File: config.mk
export PLATFORM = sky130hd
export DESIGN_NAME = hop_count_route_table
export DESIGN_NICKNAME = d
export VERILOG_FILES = /design/src/hcrt_pkg.sv /design/src/hop_count_route_table.sv
export VERILOG_INCLUDE_DIRS = /design/src /design/src/src
export SDC_FILE = /design/constraint.sdc
export NUM_CORES = 1
export LEC_CHECK = 0
export BUFFER_PORTS_ARGS = -buffer_cell sky130_fd_sc_hd__buf_2
export CORE_MARGIN = 10
export CORE_UTILIZATION = 30
export DETAILED_ROUTE_END_ITERATION = 10
export GPL_TIMING_DRIVEN = 0
export SYNTH_ARGS = -nofsm -noshare
export SYNTH_HDL_FRONTEND = slang
export SYNTH_SLANG_ARGS = --single-unit
File: constraint.sdc
create_clock -name clk -period 21.1 [get_ports clk]
set_clock_uncertainty 0.1 [all_clocks]
set_input_delay 4.22 -clock clk [delete_from_list [all_inputs] [get_ports clk]]
set_output_delay 4.22 -clock clk [all_outputs]
set_load 0.005 [all_outputs]
File: src/hop_count_route_table_macros.svh
// ----------------------------------------------------------------------------
// Route table check macros
// Concurrent property wrappers used by the route table RTL.
// ----------------------------------------------------------------------------
`ifndef HOP_COUNT_ROUTE_TABLE_MACROS_SVH
`define HOP_COUNT_ROUTE_TABLE_MACROS_SVH

// Same-cycle implication, disabled while in reset.
`define HCRT_ASSERT_NOW(label, ante, cons, msg) \
    label: assert property (@(posedge clk) disable iff (!rst_n) (ante) |-> (cons)) \
        else $error(msg);

// Next-cycle implication, disabled while in reset.
`define HCRT_ASSERT_NEXT(label, ante, cons, msg) \
    label: assert property (@(posedge clk) disable iff (!rst_n) (ante) |=> (cons)) \
        else $error(msg);

`endif

File: src/hcrt_pkg.sv
// ----------------------------------------------------------------------------
// Route table package
// Beat types, entry layout and reset constants for the route table.
// ----------------------------------------------------------------------------
package hcrt_pkg;

    localparam int TABLE_ENTRIES_DEF = 16;
    localparam logic [31:0] MAX_ROUTE_AGE_RST = 32'd300000;

    localparam logic OP_UPDATE = 1'b0;
    localparam logic OP_LOOKUP = 1'b1;

    typedef struct packed {
        logic              operation;
        logic [7:0]        node_id;
        logic [7:0]        hop_count;
        logic signed [7:0] signal_strength;
        logic [31:0]       now_ms;
    } route_req_t;

    typedef struct packed {
        logic              route_found;
        logic [7:0]        route_hops;
        logic signed [7:0] route_signal;
        logic [31:0]       route_time;
        logic              changed;
        logic              dropped;
        logic [4:0]        entries_used;
    } route_rsp_t;

    typedef struct packed {
        logic [7:0]        node;
        logic [7:0]        hops;
        logic signed [7:0] sig;
        logic [31:0]       stamp;
    } route_entry_t;

endpackage

File: src/hop_count_route_table.sv
// A request beat passes the SCAN, DECIDE and OUT states in order; SCAN reads the N
// entries in use (N = 0..TABLE_ENTRIES) one entry a cycle and stops on the first id match.
// One request at a time: req_stall stays high from the accepted beat until the response
// beat has been taken.
// Reset: rst_n clears the entry count, the sequencer and sets max_route_age to 300000;
// table contents are not cleared, entries at or above the count are never read.
// ----------------------------------------------------------------------------
// Hop count route table
// Keeps one route per node id (hops, signal, last update time). Update beats
// insert or improve a route, lookup beats return a route that is still fresh.
// ----------------------------------------------------------------------------
module hop_count_route_table #(
    parameter int TABLE_ENTRIES = hcrt_pkg::TABLE_ENTRIES_DEF
) (
    input  logic               clk,
    input  logic               rst_n,

    // configuration: max_route_age
    input  logic               age_we,
    input  logic [31:0]        age_data,

    // request channel
    input  logic               req_valid,
    output logic               req_stall,
    input  hcrt_pkg::route_req_t req_data,

    // response channel
    output logic               rsp_valid,
    input  logic               rsp_stall,
    output hcrt_pkg::route_rsp_t rsp_data
);

    import hcrt_pkg::*;

    // Index width addresses the table; count width also holds the full count.
    localparam int IDX_W = (TABLE_ENTRIES > 1) ? $clog2(TABLE_ENTRIES) : 1;
    localparam int CNT_W = $clog2(TABLE_ENTRIES + 1);

    // Sequencer codes
    localparam logic [1:0] ST_IDLE   = 2'd0;
    localparam logic [1:0] ST_SCAN   = 2'd1;
    localparam logic [1:0] ST_DECIDE = 2'd2;
    localparam logic [1:0] ST_OUT    = 2'd3;

    logic [1:0]       state_reg, state_next;
    logic [CNT_W-1:0] cnt_reg, cnt_next;
    logic [31:0]      age_reg;

    // Scan pointer and compare stage
    logic [CNT_W-1:0] rd_idx_reg;
    logic [IDX_W-1:0] cmp_idx_reg;
    logic             cmp_vld_reg;
    logic             hit_reg;
    route_entry_t     rd_data_reg;

    // Latched request and registered response
    route_req_t       item_reg;
    route_rsp_t       rsp_reg, rsp_next;

    // Table memory, one write port and one registered read port
    route_entry_t     entry_mem [TABLE_ENTRIES];

    logic             req_take;
    logic             id_match;
    logic             more_to_read;
    logic             rd_en;
    logic             wr_en;
    logic [IDX_W-1:0] wr_idx;
    route_entry_t     wr_entry;
    logic [31:0]      route_age;
    logic             fresh;
    logic             better;
    logic             has_room;

    assign req_stall = (state_reg != ST_IDLE);
    assign req_take  = req_valid && !req_stall;
    assign rsp_valid = (state_reg == ST_OUT);
    assign rsp_data  = rsp_reg;

    // ------------------------------------------------------------------
    // Scan: the one comparator checks the entry read in the previous cycle
    // while the next entry is read. Stop on the first id match or when
    // every entry below the count has been compared.
    // ------------------------------------------------------------------
    assign id_match     = cmp_vld_reg && (rd_data_reg.node == item_reg.node_id);
    assign more_to_read = (rd_idx_reg < cnt_reg);
    assign rd_en        = (state_reg == ST_SCAN) && !id_match && more_to_read;

    // ------------------------------------------------------------------
    // Decide: age check for lookups, route preference for updates.
    // On a hit rd_data_reg still holds the matching entry.
    // ------------------------------------------------------------------
    assign route_age = item_reg.now_ms - rd_data_reg.stamp;
    assign fresh     = (route_age < age_reg);
    assign better    = (item_reg.hop_count < rd_data_reg.hops) ||
                       ((item_reg.hop_count == rd_data_reg.hops) &&
                        ($signed(item_reg.signal_strength) > $signed(rd_data_reg.sig)));
    assign has_room  = (cnt_reg < CNT_W'(TABLE_ENTRIES));

    always_comb
    begin
        wr_entry.node  = item_reg.node_id;
        wr_entry.hops  = item_reg.hop_count;
        wr_entry.sig   = item_reg.signal_strength;
        wr_entry.stamp = item_reg.now_ms;

        wr_en    = 1'b0;
        wr_idx   = cmp_idx_reg;
        cnt_next = cnt_reg;
        rsp_next = '0;

        if (item_reg.operation == OP_UPDATE)
        begin
            if (hit_reg)
            begin
                rsp_next.route_found = 1'b1;
                if (better)
                begin
                    // overwrite the existing route in place
                    wr_en                 = 1'b1;
                    rsp_next.changed      = 1'b1;
                    rsp_next.route_hops   = wr_entry.hops;
                    rsp_next.route_signal = wr_entry.sig;
                    rsp_next.route_time   = wr_entry.stamp;
                end
                else
                begin
                    rsp_next.route_hops   = rd_data_reg.hops;
                    rsp_next.route_signal = rd_data_reg.sig;
                    rsp_next.route_time   = rd_data_reg.stamp;
                end
            end
            else if (has_room)
            begin
                // append behind the last valid entry
                wr_en                 = 1'b1;
                wr_idx                = cnt_reg[IDX_W-1:0];
                cnt_next              = cnt_reg + CNT_W'(1);
                rsp_next.changed      = 1'b1;
                rsp_next.route_hops   = wr_entry.hops;
                rsp_next.route_signal = wr_entry.sig;
                rsp_next.route_time   = wr_entry.stamp;
            end
            else
            begin
                // table full: drop the beat
                rsp_next.dropped = 1'b1;
            end
        end
        else if (hit_reg && fresh)
        begin
            rsp_next.route_found  = 1'b1;
            rsp_next.route_hops   = rd_data_reg.hops;
            rsp_next.route_signal = rd_data_reg.sig;
            rsp_next.route_time   = rd_data_reg.stamp;
        end

        rsp_next.entries_used = 5'(cnt_next);

        if (state_reg != ST_DECIDE)
        begin
            wr_en    = 1'b0;
            cnt_next = cnt_reg;
        end
    end

    // ------------------------------------------------------------------
    // Sequencer
    // ------------------------------------------------------------------
    always_comb
    begin
        state_next = state_reg;
        unique case (state_reg)
            ST_IDLE:
            begin
                if (req_take)
                begin
                    state_next = ST_SCAN;
                end
            end
            ST_SCAN:
            begin
                if (id_match || !more_to_read)
                begin
                    state_next = ST_DECIDE;
                end
            end
            ST_DECIDE:
            begin
                state_next = ST_OUT;
            end
            ST_OUT:
            begin
                if (!rsp_stall)
                begin
                    state_next = ST_IDLE;
                end
            end
            default:
            begin
                state_next = ST_IDLE;
            end
        endcase
    end

    // Control state
    always_ff @(posedge clk or negedge rst_n)
    begin
        if (!rst_n)
        begin
            state_reg   <= ST_IDLE;
            cnt_reg     <= '0;
            age_reg     <= MAX_ROUTE_AGE_RST;
            rd_idx_reg  <= '0;
            cmp_vld_reg <= 1'b0;
            hit_reg     <= 1'b0;
        end
        else
        begin
            state_reg <= state_next;
            cnt_reg   <= cnt_next;

            if (age_we)
            begin
                age_reg <= age_data;
            end

            if (req_take)
            begin
                // restart the scan from entry zero
                rd_idx_reg  <= '0;
                cmp_vld_reg <= 1'b0;
                hit_reg     <= 1'b0;
            end
            else if (state_reg == ST_SCAN)
            begin
                if (id_match)
                begin
                    hit_reg     <= 1'b1;
                    cmp_vld_reg <= 1'b0;
                end
                else if (more_to_read)
                begin
                    rd_idx_reg  <= rd_idx_reg + CNT_W'(1);
                    cmp_vld_reg <= 1'b1;
                end
                else
                begin
                    cmp_vld_reg <= 1'b0;
                end
            end
        end
    end

    // Payload registers: hold the request, advance the compare index, load the response
    always_ff @(posedge clk)
    begin
        if (req_take)
        begin
            item_reg <= req_data;
        end
        if (rd_en)
        begin
            cmp_idx_reg <= rd_idx_reg[IDX_W-1:0];
        end
        if (state_reg == ST_DECIDE)
        begin
            rsp_reg <= rsp_next;
        end
    end

    // Table memory
    always_ff @(posedge clk)
    begin
        if (wr_en)
        begin
            entry_mem[wr_idx] <= wr_entry;
        end
        if (rd_en)
        begin
            rd_data_reg <= entry_mem[rd_idx_reg[IDX_W-1:0]];
        end
    end

    // ------------------------------------------------------------------
    // Checks
    // ------------------------------------------------------------------
`include "hop_count_route_table_macros.svh"

    `HCRT_ASSERT_NEXT(a_cnt_moves_in_decide, state_reg != ST_DECIDE, $stable(cnt_reg),
        "entry count changed outside decide")
    `HCRT_ASSERT_NOW(a_no_take_while_busy, rsp_valid, req_stall,
        "request taken while a response is pending")
    `HCRT_ASSERT_NOW(a_drop_only_when_full, rsp_valid && rsp_data.dropped,
        (cnt_reg == CNT_W'(TABLE_ENTRIES)) && !rsp_data.changed && !rsp_data.route_found,
        "drop flagged with room left")
    `HCRT_ASSERT_NOW(a_hit_below_count, (state_reg == ST_DECIDE) && hit_reg,
        CNT_W'(cmp_idx_reg) < cnt_reg, "hit on an entry beyond the count")
    `HCRT_ASSERT_NEXT(a_one_hop_append, (state_reg == ST_DECIDE) && (cnt_next != cnt_reg),
        cnt_reg == $past(cnt_reg) + CNT_W'(1), "entry count grew by more than one")

endmodule

==> flow_metrics.py <==
metrics = {
    "run_status": {
        "run_status": "complete, no violations",
    },
    "cells_and_area": {
        "diodes": 0,
        "largest_reg_flops": 896,
        "final_cells": 4476,
        "syn_to_final_growth_pct": 16.54,
        "finish.utilization_pct": 35.13,
        "drive_above_1_share_pct": 26.55,
        "fin_nets": 2644,
    },
    "sta": {
        "slew_headroom_pct": 5.105,
        "final_hold_viol_count": 0,
        "finalSetupViolations": 0,
        "drv_slew": 0,
        "period_share_pct": 30.42,
        "fin_ws_ps": 14680,
        "rsz0062_at_grt": "no",
        "setup-tns-final_ps": 0,
        "fmax_ghz": 0.1558,
        "post-route-min-period_ps": 6419,
        "tightestPinTransition_ps": 1421,
    },
    "worst_setup_path": {
        "cp-start-kind": "flop",
        "crit_path_start": "item_reg[47]$_DFFE_PP_",
        "cpMaxStageDelayCell": "a211oi_2",
        "worst-path-max-fanout": 21,
        "worstPathArrival_ps": 6700,
        "max_stage_delay_ps": 1250,
        "critPathBufInv": 3,
        "cp_cell_sequence": "ha_1 -> nand4_1 -> a2111oi_0 -> a2bb2oi_1 -> a211oi_2 -> clkbuf_1 -> nand3_1 -> nor2b_4 -> buf_12 -> buf_12",
        "critical_path_required_ps": 21380,
        "cp-end-kind": "flop",
        "cp_top_family": "compound AO/OA/AOI/OAI gates",
        "reg2reg_from": "item_reg[47]$_DFFE_PP_",
        "critical_path_class": "reg2reg",
        "crit_top_cell": "buf_12",
    },
    "logic_synthesis": {
        "avgSynthCellArea_um2": 20.55,
        "yosysSeqAreaShare_pct": 74.73,
        "synth_area_leaders": "edfxtp_1 72%, mux4_2 14%, ha_1 2.5%, dfrtp_1 2.1%, a22o_1 0.94%",
        "synth_edf_count": 1069,
        "synth-main-ff-cell": "edfxtp_1",
        "yosys_warnings": 0,
        "async_flop_share_pct": 4.126,
        "yosysTopAreaCell": "edfxtp_1",
        "ys_types": 66,
        "netlist_area_um2": 44510,
        "syn-instance-count": 2166,
        "syn_nets": 2350,
        "yosys.area.top_type_share_pct": 72.12,
        "synth_seq_cells": 1115,
    },
    "pwr": {
        "switching_share_pct": 30.15,
        "share_seq_of_total_power_pct": 45.2,
        "intPower_mw": 4.482,
        "ir_drop_mv": 0.1250,
        "total_power_mw": 6.416,
        "leakagePower_nw": 16.79,
        "power_density_nw_per_um2": 123.7,
        "power.switching_mw": 1.934,
        "power.share.combinational_pct": 25.9,
        "p_clk_share_pct": 28.9,
    },
    "global_routing": {
        "grt-ovfl-total": 0,
        "grt_max_degree": 47,
        "grt_pass1_wl_um": 165000,
        "antenna_found_initial": 5,
        "grt_pass1_vias": 23210,
        "grt_usage_pct": 13.70,
    },
    "clocking": {
        "cts_buffers": 106,
        "cts_hold_buf": 0,
        "cts_buffer_depth": 3,
        "clock_latency_ps": 700,
        "clockRootBuffer": "clkbuf_16",
        "tritoncts": "built",
        "htree_levels": 3,
        "cts.sinks": 1115,
        "clk_pin_slew_worst_paths_ps": 60,
        "cts_setup_buffers": 0,
        "cts.repair.resized": 0,
    },
    "placed_design": {
        "dp.cells": 4282,
        "place_ws_ps": 14650,
        "gp_congestion": 0.8291,
        "place_hpwl_um": 72580,
        "port_buffers": 150,
    },
    "die": {
        "die_area_um2": 164200,
        "initial_utilization_pct": 30.14,
        "die_h_um": 405.2,
        "fp-row-count": 141,
        "core-area_um2": 147700,
        "ios": 152,
        "die_x_um": 405.2,
    },
    "routing": {
        "viasPerCell": 5.036,
        "drtPass1Iterations": 5,
        "initialDrtViolationCount": 2636,
        "wl_per_cell_um": 25.41,
        "drc": 0,
        "wl_um": 113700,
        "via_count": 22540,
        "ant_nets": 0,
    },
    "hold_path": {
        "hold_path.class": "reg2reg",
        "worstHoldStart": "age_reg[9]$_DFFE_PN1P_",
    },
    "run": {
        "maxCapViolations": 0,
    },
}
## metal layers
layer | global-route usage [%] | vias up | part of all wire [%]
li1 | - | 9542 | -
met1 | 20.02 | 11910 | 45
met2 | 21.07 | 953 | 45
met4 | 2.360 | 0 | 1.5
met3 | 3.118 | 139 | 8.1
met5 | 0 | - | 0
## power by group through the flow
stage | Combinational, mW | Sequential [mW] | Clock [mW]
after CTS | 1.69 | 2.90 | 1.89
after floorplan | 1.11 | 2.88 | 0
after detailed placement | 1.68 | 2.95 | 0
final | 1.66 | 2.90 | 1.86
after global routing | 1.82 | 2.93 | 1.98
after global placement | 1.63 | 2.97 | 0
## tightest hold or removal path, cell delays in order, from the launching register on
cell and delay [ps]:
dfstp_2 360, inv_1 60, o21ai_0 80
## cells by family (layout without fill, tap and decap cells)
logic type | after synthesis | in the layout | synth area share (%)
DFF | 1115 | 1115 | 74.73
muxes | 284 | 284 | 14.26
AOI/OAI and AO/OA | 241 | 241 | 3.655
and+or+nand+nor | 198 | 198 | 2.255
buffers and inverters | 195 | 575 | 1.701
adders and majority gates | 90 | 90 | 2.547
xor gates and xnor gates | 43 | 43 | 0.8462
## cell usage in the layout (no fill, tap or decap), drive strengths merged, types with 4 or more instances in the layout
master,n
nor2b,9
dfstp,8
a2111oi,5
nand2,66
a211oi,5
o21a,4
or3,6
bufinv,8
clkinvlp,5
edfxtp,1069
o21ai,65
nor2,28
buf,216
nand3,21
a22o,48
and3b,4
o31ai,6
clkbuf,191
and3,7
clkinv,50
a31oi,5
xor2,17
nor3,9
xnor2,26
ha,89
nand2b,10
inv,105
o211ai,8
mux4,280
a21o,15
a21oi,56
nand4,16
nor4,4
dfrtp,38
## cells in the mapped netlist (5+ instances only)
cell and number:
nand2_1 66, a21o_1 15, xor2_1 17, nor2b_1 9, edfxtp_1 1069, o21ai_0 64
ha_1 89, a31oi_1 5, and3_1 7, mux4_2 280, or3_1 6, a21oi_1 56
buf_1 10, nand4_1 16, clkbuf_1 65, nor2_1 28, xnor2_1 26, a22o_1 48
buf_2 20, inv_1 100, o211ai_1 7, dfstp_2 8, dfrtp_1 38, nor3_1 9
nand2b_1 10, o31ai_1 6, nand3_1 21
## cell type report
cell class	instances	area (µm²)
fill	13610	95790
sequential	1115	33260
multi-input combinational	856	10590
clock buffer	126	2728
tap	1930	2415
timing repair buffer	186	1518
clock inverter	68	591.8
buffer	95	385.4
inverter	100	377.9
## metrics by stage
step / instance area, µm² / hold WS, ps
2_1_floorplan: 44510 / 348.7
3_3_place_gp: 47670 / 403.4
3_5_place_dp: 48550 / 407.9
4_1_cts: 51870 / 417.5
5_1_grt: 51870 / 445.3
6_report: 51870 / 413.6
## path summary, 6_finish.rpt
path                                                to  slack (ps)  cells after the start
max                        entry_mem[11][18]$_DFFE_PP_       14680                     10
min                             age_reg[9]$_DFFE_PN1P_         410                      2
max reg2reg                entry_mem[11][18]$_DFFE_PP_       14680                     10
min reg2reg                     age_reg[9]$_DFFE_PN1P_         410                      2
max in group asynchronous       cnt_reg[0]$_DFFE_PN0P_       16840                      1
min in group asynchronous       age_reg[3]$_DFFE_PN0P_        3490                      1
Note: power is estimated with default switching activity, not from simulation.
